$ cat config.mk
export PLATFORM = sky130hd
export DESIGN_NAME = lpat_seq
export DESIGN_NICKNAME = d
export VERILOG_FILES = /design/src/rtl/lpat_pkg.sv /design/src/rtl/lpat_seq.sv
export SDC_FILE = /design/constraint.sdc
export NUM_CORES = 1
export LEC_CHECK = 0
export BUFFER_PORTS_ARGS = -buffer_cell sky130_fd_sc_hd__buf_2
export CORE_AREA = 4 4 41 43
export CTS_CLUSTER_SIZE = 14
export DETAILED_ROUTE_END_ITERATION = 7
export DIE_AREA = 0 0 45 47
export GPL_TIMING_DRIVEN = 1
export PLACE_DENSITY = 0.62
export SLEW_MARGIN = 10
export SYNTH_ARGS = -nofsm -noshare
export SYNTH_HDL_FRONTEND = slang
export SYNTH_SLANG_ARGS = --single-unit
$ cat constraint.sdc
create_clock -name clk -period 2.49 [get_ports clk]
set_input_delay 0.498 -clock clk [delete_from_list [all_inputs] [get_ports clk]]
set_output_delay 0.498 -clock clk [all_outputs]
set_load 0.02 [all_outputs]
$ cat src/rtl/lpat_pkg.sv
// package with microcode types, status codes and the control store
`timescale 1ns / 1ps

package lpat_pkg;

  localparam int KeyW    = 64;
  localparam int SlotW   = 10;
  localparam int StatusW = 3;
  localparam int OutW    = 16;

  localparam logic [StatusW-1:0] STS_OK        = 3'd0;
  localparam logic [StatusW-1:0] STS_NOT_FOUND = 3'd1;
  localparam logic [StatusW-1:0] STS_DUPLICATE = 3'd2;
  localparam logic [StatusW-1:0] STS_FULL      = 3'd3;
  localparam logic [StatusW-1:0] STS_ZERO_KEY  = 3'd4;

  localparam logic CMD_LOOKUP = 1'b0;
  localparam logic CMD_INSERT = 1'b1;

  typedef enum logic [2:0] {
    ST_CLEAR,
    ST_IDLE,
    ST_CHECK,
    ST_MOD,
    ST_HOME,
    ST_READ,
    ST_EVAL,
    ST_RESP
  } step_t;

  typedef enum logic [2:0] {
    CND_NONE,
    CND_ACCEPT,
    CND_KEY_ZERO,
    CND_MOD_LAST,
    CND_PROBE_MORE,
    CND_OUT_FREE,
    CND_CLR_LAST
  } cond_t;

  typedef struct packed {
    cond_t cond;
    step_t target;
    logic  hold;
    logic  s_ready;
    logic  clr_wr;
    logic  mod_init;
    logic  mod_step;
    logic  pos_load;
    logic  mem_rd;
    logic  probe_eval;
    logic  resp;
  } lpat_uword_t;

  typedef struct packed {
    logic accept;
    logic key_zero;
    logic mod_last;
    logic probe_more;
    logic out_free;
    logic clr_last;
  } lpat_flags_t;

  // control store: taken jump goes to target, otherwise hold or fall through
  function automatic lpat_uword_t lpat_rom(input step_t s);
    lpat_uword_t w;
    w = '0;
    case (s)
      ST_CLEAR: begin
        w.clr_wr = 1'b1;
        w.cond   = CND_CLR_LAST;
        w.target = ST_IDLE;
        w.hold   = 1'b1;
      end
      ST_IDLE: begin
        w.s_ready = 1'b1;
        w.cond    = CND_ACCEPT;
        w.target  = ST_CHECK;
        w.hold    = 1'b1;
      end
      ST_CHECK: begin
        w.mod_init = 1'b1;
        w.cond     = CND_KEY_ZERO;
        w.target   = ST_RESP;
      end
      ST_MOD: begin
        w.mod_step = 1'b1;
        w.cond     = CND_MOD_LAST;
        w.target   = ST_HOME;
        w.hold     = 1'b1;
      end
      ST_HOME: begin
        w.pos_load = 1'b1;
      end
      ST_READ: begin
        w.mem_rd = 1'b1;
      end
      ST_EVAL: begin
        w.probe_eval = 1'b1;
        w.cond       = CND_PROBE_MORE;
        w.target     = ST_READ;
      end
      ST_RESP: begin
        w.resp   = 1'b1;
        w.cond   = CND_OUT_FREE;
        w.target = ST_IDLE;
        w.hold   = 1'b1;
      end
      default: begin
        w.cond   = CND_NONE;
        w.target = ST_IDLE;
      end
    endcase
    return w;
  endfunction

endpackage

$ cat src/rtl/lpat_seq.sv
// microcode sequencer: step counter, control store and jump logic
`timescale 1ns / 1ps

module lpat_seq (
  input  logic                 clk,
  input  logic                 rst,
  input  lpat_pkg::lpat_flags_t flags,
  output lpat_pkg::lpat_uword_t uw
);
  import lpat_pkg::*;

  step_t upc;
  step_t upc_next;
  logic  take;

  always_ff @(posedge clk) begin
    if (rst) begin
      upc <= ST_CLEAR;
    end else begin
      upc <= upc_next;
    end
  end

  always_comb begin
    case (uw.cond)
      CND_NONE:       take = 1'b0;
      CND_ACCEPT:     take = flags.accept;
      CND_KEY_ZERO:   take = flags.key_zero;
      CND_MOD_LAST:   take = flags.mod_last;
      CND_PROBE_MORE: take = flags.probe_more;
      CND_OUT_FREE:   take = flags.out_free;
      CND_CLR_LAST:   take = flags.clr_last;
      default:        take = 1'b0;
    endcase
    if (take) begin
      upc_next = uw.target;
    end else if (uw.hold) begin
      upc_next = upc;
    end else begin
      upc_next = step_t'(upc + 3'd1);
    end
  end

  always_comb begin
    uw = lpat_rom(upc);
  end

endmodule

Word level (Yosys, flattened, before mapping)
Index checks and enable logic that the tools add are counted.
{"block": "op_classes", "add_sub_neg": 1, "n_eq_ne": 14, "mux": 13, "reduce_logical": 2}
{"op": "one-hot mux 6 bit (6 select lines)", "n": 1}
{"op": "== test 3 bit (second input constant)", "n": 7}
{"op": "== test 3 x 2 -> 1 bit (second input constant)", "n": 4}
{"op": "2-to-1 mux 1 bit", "n": 9}
{"op": "== test 3 x 1 -> 1 bit (second input constant)", "n": 2}
{"op": "2-to-1 mux 3 bit", "n": 2}
{"op": "one-hot mux 1 bit (6 select lines)", "n": 1}
{"op": "OR reduction 4 bit", "n": 1}
{"op": "adder 3 x 1 -> 3 bit (second input constant)", "n": 1}
{"op": "logical NOT 3 bit", "n": 1}
{"op": "!= test 2 x 1 -> 1 bit (second input constant)", "n": 1}
{"block": "word_totals", "regBits": 3, "out_inout_bits": 15, "wordCells": 31}

Logic depth before layout (Yosys ltp)
Gate-level depths: netlist (run 1).
{"block": "depth", "ltp_word": 5, "mapped_depth": 8, "ltp_nobuf": 8}

Worst setup path before layout (run 1)
Ideal clock, no wire load.
{"block": "synth_path", "kind": "reg-to-reg", "startpoint": "register upc[0]", "endpoint": "register upc[0]", "setup_time_ns": 0.103, "arrival_time_ns": 2.510, "required_time_ns": 2.387, "path_slack_ns": -0.123, "stages_incl_launch_ff": 9, "synth_period_minus_slack_ns": 2.613, "path_cell_list": "dfxtp_1 > ha_1 > ha_1 > or2_4 > or2_4 > o211a_1 > a211o_4 > mux2_4 > a2111oi_2"}
{"item": "start, declared", "line_no": "lpat_seq.sv:12", "source": "step_t upc;"}
{"item": "start signal, assigned", "line_no": "lpat_seq.sv:20", "source": "upc <= upc_next;"}

==> results.json, run 1 <==
{
  "status": "completed",
  "dp_slack_ns": 0.1011,
  "cts_sinks": 3,
  "n_antenna_cell": 0,
  "wl_um": 1356,
  "setup_tns_ns": 0,
  "gp_congestion": 0.8080,
  "relSlewSlack": 0.7631,
  "start_util": 0.3481,
  "setup_viol_count_final": 0,
  "netlist_top_cells_area": "ha_1, dfxtp_1, nor2_1",
  "worst_pin_slew_ns": 0.3523,
  "fin_nets": 104,
  "arrival_ns": 1.91,
  "synth_edf_count": 0,
  "via_count": 527,
  "drc": 0,
  "die_w_um": 45,
  "std_cell_rows": 13,
  "synth_warnings": 0,
  "synth_top_area_frac": 0.1657,
  "io_buffers": 22,
  "io-pin-count": 23,
  "top_regs": "upc x3",
  "cts_buffers": 3,
  "rsz0062_at_grt": "no",
  "syn_to_final_growth_pct": 52.76,
  "p_leak_uw": 0.0003493,
  "synthMuxAreaShare": 0.03315,
  "period_needed_ns": 2.409,
  "period_share": 0.9676,
  "cp.required_ns": 1.99,
  "worst_setup_path_end_kind": "output port",
  "synthFlopType": "dfxtp_1",
  "worstPathMaxFanout": 5,
  "clk_latency_ns": 0.25,
  "drt_first_pass_iters": 4,
  "clk_root_buffer_cell": "clkbuf_4",
  "gr-usage-all-layers": 0.1421,
  "grt_max_degree": 12,
  "finalClockSkew_ns": 0.008317,
  "synth.net_count": 72,
  "yosys.area.top_type": "ha_1",
  "synth_area_um2": 452.9,
  "p_comb_frac": 0.813,
  "clockPowerShare": 0.092,
  "power.density_nw_per_um2": 1463,
  "hold_violations": 0,
  "cts_setup_buffers": 0,
  "synth_compound_area_frac": 0.2983,
  "cts_tree": "built",
  "netlist_top_cells_count": "nor2_1, ha_1, inv_1",
  "hold-worst-slack_ns": 0.4483,
  "post_drt_wl_per_cell_um": 13.04,
  "post_cts_resized": 0,
  "cts.clk_slew.worst_paths_ns": 0.04,
  "grt.overflow.total": 0,
  "critical_path.cell_chain": "inv_1 -> ha_1 -> buf_4 -> and2_1 -> or3_2 -> buf_2",
  "fillCellCount": 137,
  "drv_cap": 0,
  "die_h_um": 47,
  "min_path_type": "input pin to register",
  "crit_type": "register to output port",
  "largest_register_ffs": 3,
  "postSynth.asyncResetShare": 0,
  "cpMaxStageDelayCell": "or3_2",
  "crit_path_start_kind": "register",
  "intPower_uw": 506.9,
  "largest-register": "upc",
  "rrSetupSlack_ns": 0.10,
  "synthMostInstantiatedCell": "nor2_1",
  "drive_gt1_frac": 0.5169,
  "ir_drop_uv": 672.5,
  "layout_setup_ws_ns": 0.08070,
  "slowest_delay_ns": 0.43,
  "multi_input_comb_area_um2": 410.4,
  "synth_seq_area_share": 0.1326,
  "clock_path_buffers": 2,
  "first_global_vias": 489,
  "report.final.slew_viol_count": 0,
  "synth-simple-area-share": 0.3177,
  "htreeDepth": 1,
  "grt_pass1_wl_um": 2104,
  "via_per_inst": 5.067,
  "max_freq_mhz": 415.1,
  "grt_antenna_before_repair": 0,
  "fp.coreArea_um2": 1301,
  "synth_cell_types": 29,
  "synth_top_family_by_area": "simple AND/OR/NAND/NOR gates",
  "hold_buffers": 0,
  "drt_iter0_drc": 14,
  "place_inst": 100,
  "p_sw_uw": 505.6,
  "synth_xor_area_frac": 0,
  "switching_share": 0.4993,
  "syn_area_per_cell_um2": 7.809,
  "ys_ff_latch": 3,
  "layoutNonFillerInstCount": 104,
  "seqPwrFrac": 0.095,
  "postSynthCellCount": 58,
  "ant_nets": 0,
  "die_area_um2": 2115,
  "dp.final_hpwl_um": 1121,
  "synthAdderAreaFrac": 0.1657,
  "regArea_um2": 62.56
}
## power by group through the flow
stage	combinational (µW)	sequential, µW	clock (µW)
finish	823	96.6	92.7
global route	897	99.2	96.8
CTS	830	96.6	95.3
detailed placement	827	97.7	0
global placement	823	97.3	0
floorplan	570	106	0
## metal layers
metal	part of all wire	GRT usage	vias to the layer above
met3	0.060	0.01533	5
met5	0	0	-
met4	0.032	0.1053	0
met1	0.45	0.1678	235
met2	0.45	0.2373	19
li1	-	-	268
## through the flow
step	area (µm²)	utilization	power, µW
after global placement	665.6	0.5115	920.2
after global routing	691.9	0.5317	1093
final	691.9	0.5317	1012
after CTS	691.9	0.5317	1022
after floorplan	496.7	-	676.7
after detailed placement	665.6	0.5115	924.2
## worst paths after layout
check | start | end | cells past startpoint
setup reg to reg | upc[0]$_SDFFE_PP0P_ | upc[0]$_SDFFE_PP0P_ | 8
hold / removal | rst | upc[0]$_SDFFE_PP0P_ | 2
hold reg to reg | upc[0]$_SDFFE_PP0P_ | upc[0]$_SDFFE_PP0P_ | 2
setup / recovery | upc[0]$_SDFFE_PP0P_ | uw[14] | 6
## final cells by class
class | count | area share
multi-input combinational | 49 | 0.5931
timing repair buffer | 28 | 0.2242
sequential | 3 | 0.09042
clock buffer | 4 | 0.03797
inverter | 5 | 0.02712
tap | 15 | 0.02712
## logic make-up (layout without fill, tap and decap cells)
kind of cell | Yosys count | after routing
AND/OR/NAND/NOR | 25 | 25
AO/OA/AOI/OAI | 17 | 17
adder cells (fa/ha/maj) | 6 | 6
buffers and inverters | 6 | 37
flip-flops | 3 | 3
multiplexers | 1 | 1
## cell usage in the layout, fill, tap and decap left out, types with 2 or more instances in the layout
master,count
nor3_1,2
o21ai_0,4
buf_4,6
dfxtp_2,2
inv_1,5
a21oi_1,2
buf_2,22
clkbuf_4,3
nor2_1,8
nor2b_1,3
or2_2,2
ha_4,3
and2_1,3
ha_1,3
or2_4,2
## critical path: cells and delay by family (launching register included)
kind	cells	cell delay [ns]
flip-flops	1	0.37
adder cells (fa/ha/maj)	1	0.27
AND/OR/NAND/NOR	2	0.59
buffers and inverters	3	0.43
Power figures use the tool's default switching activity.
==> inputs of run 2 (changes only) <==
Settings changed: SETUP_SLACK_MARGIN set to 0.15.
==> run 2 against run 1 <==
  * Sequential share of layout area grew 0.41 points
  * Critical path type is now register to register
  * Largest cell class unchanged
  * Register-to-register slack gained 0.11 ns
  * Core utilization grew 2.8 points
  * Setup slack gained 0.13 ns
==> results.json, run 2 (synthesized netlist as in run 1, its figures left out) <==
{
  "setup_viol_count_final": 0,
  "via_count": 505,
  "gr-usage-all-layers": 0.1302,
  "n_antenna_cell": 0,
  "worst_pin_slew_ns": 0.3275,
  "cpMaxStageDelayCell": "dfxtp_4",
  "wl_um": 1252,
  "slowest_delay_ns": 0.34,
  "clock_path_buffers": 2,
  "final_cell_mix": "buf_2, nor2_1, buf_4, inv_1, o21ai_0",
  "cts.clk_slew.worst_paths_ns": 0.04,
  "hold_violations": 0,
  "clk_root_buffer_cell": "clkbuf_4",
  "wl_met2_um": 595,
  "drt_iter0_drc": 10,
  "crit_path_start_kind": "register",
  "grt_antenna_before_repair": 0,
  "p_leak_uw": 0.0003606,
  "gp_congestion": 0.8341,
  "drc": 0,
  "die_w_um": 45,
  "via_per_inst": 4.810,
  "crit_type": "register to register",
  "syn_to_final_growth_pct": 60.77,
  "place_inst": 97,
  "first_global_vias": 486,
  "met3_length_um": 102,
  "layout_commonest_cell": "buf_2",
  "cts_sinks": 3,
  "wl_met1_um": 554,
  "cts_buffers": 3,
  "top_layer": "met3",
  "cp.required_ns": 2.61,
  "rsz0062_at_grt": "no",
  "ir_drop_uv": 724.5,
  "setup_tns_ns": 0,
  "fp.coreArea_um2": 1301,
  "max_freq_mhz": 439.4,
  "std_cell_rows": 13,
  "arrival_ns": 2.40,
  "drv_cap": 0,
  "period_needed_ns": 2.276,
  "largest-register": "upc",
  "grt_max_degree": 9,
  "ant_nets": 0,
  "dp.final_hpwl_um": 999,
  "grt_pass1_wl_um": 2070,
  "htreeDepth": 1,
  "status": "completed",
  "io_buffers": 22,
  "post_drt_wl_per_cell_um": 11.92,
  "largest_register_ffs": 3,
  "relSlewSlack": 0.7809,
  "cts_tree": "built",
  "die_area_um2": 2115,
  "clk_latency_ns": 0.23,
  "grt.overflow.total": 0,
  "period_share": 0.9140,
  "io-pin-count": 23,
  "fin_nets": 105,
  "min_path_type": "input pin to register",
  "layoutNonFillerInstCount": 105,
  "top_regs": "upc x3",
  "drive_gt1_frac": 0.5444,
  "finalClockSkew_ns": 0.0005957,
  "die_h_um": 47,
  "critical_path.cell_chain": "ha_4 -> ha_4 -> or2_4 -> or2_4 -> o211a_1 -> a211o_4 -> mux2_4 -> a2111oi_4",
  "drt_first_pass_iters": 2,
  "power.density_nw_per_um2": 1423,
  "worstPathMaxFanout": 4,
  "worst_setup_path_end_kind": "register",
  "start_util": 0.3481,
  "report.final.slew_viol_count": 0
}
-- run 2: cell count changes in the layout (fill, tap and decap cells not counted) --
cell,delta
a2111oi_4,+1
nor3_2,+1
dfxtp_1,-1
nor2b_2,-1
a2111oi_2,-1
buf_4,+1
nor3_1,-1
dfxtp_4,+2
dfxtp_2,-1
nor2b_4,+1
-- run 2: layer usage --
layer	up-vias	GRT usage
met1	212	0.1701
met4	0	0.01754
met2	20	0.2203
met3	0	0.03448
met5	-	0
li1	273	-
-- run 2: final timing paths --
path	start	to	slack (ns)	cells past startpoint
setup / recovery	upc[1]$_SDFFE_PP0P_	upc[0]$_SDFFE_PP0P_	0.21	8
hold / removal	rst	upc[2]$_SDFFE_PP0P_	0.49	2
setup reg to reg	upc[1]$_SDFFE_PP0P_	upc[0]$_SDFFE_PP0P_	0.21	8
hold reg to reg	upc[0]$_SDFFE_PP0P_	upc[0]$_SDFFE_PP0P_	0.63	2
-- run 2: worst max-delay path: cells and delay by family (launching register included) --
kind | cells | cell delay [ns]
AO/OA/AOI/OAI | 3 | 0.68
adder cells (fa/ha/maj) | 2 | 0.33
flip-flops | 1 | 0.34
multiplexers | 1 | 0.31
AND/OR/NAND/NOR | 2 | 0.50
-- run 2: layout make-up --
cell class / count / area, µm²
fill: 134 / 573.1
multi-input combinational: 49 / 432.9
timing repair buffer: 29 / 162.7
sequential: 3 / 68.82
clock buffer: 4 / 26.28
inverter: 5 / 18.77
tap: 15 / 18.77
-- run 2: stage by stage --
step | area [µm²] | utilization | hold WS [ns] | worst slack, ns | power, µW
2_1_floorplan | 500.5 | - | 0.5020 | 0.07994 | 676.6
3_3_place_gp | 646.9 | 0.4971 | 0.5881 | 0.1134 | 866.5
3_5_place_dp | 646.9 | 0.4971 | 0.5809 | 0.08174 | 870.0
4_1_cts | 695.7 | 0.5346 | 0.4599 | 0.1798 | 1005
5_1_grt | 728.2 | 0.5596 | 0.4848 | 0.1337 | 1129
6_report | 728.2 | 0.5596 | 0.4934 | 0.2141 | 1036
-- run 2: repair_timing --
item / 4_1_cts / 5_1_grt
setup endpoints to repair: 1 / 1
gates resized for setup: 0 / 4
hold buffers: 0 / 0
pin swaps: 1 / 1
setup buffers: 3 / 1
gates cloned: 0 / 0
-- run 2: power by group --
part / switching, µW / internal, µW / leakage [µW] / total (µW)
clock: 23.4 / 59.9 / 0.0000150 / 83.4
combinational: 464 / 388 / 0.000319 / 852
sequential: 26.2 / 74.9 / 0.0000264 / 101
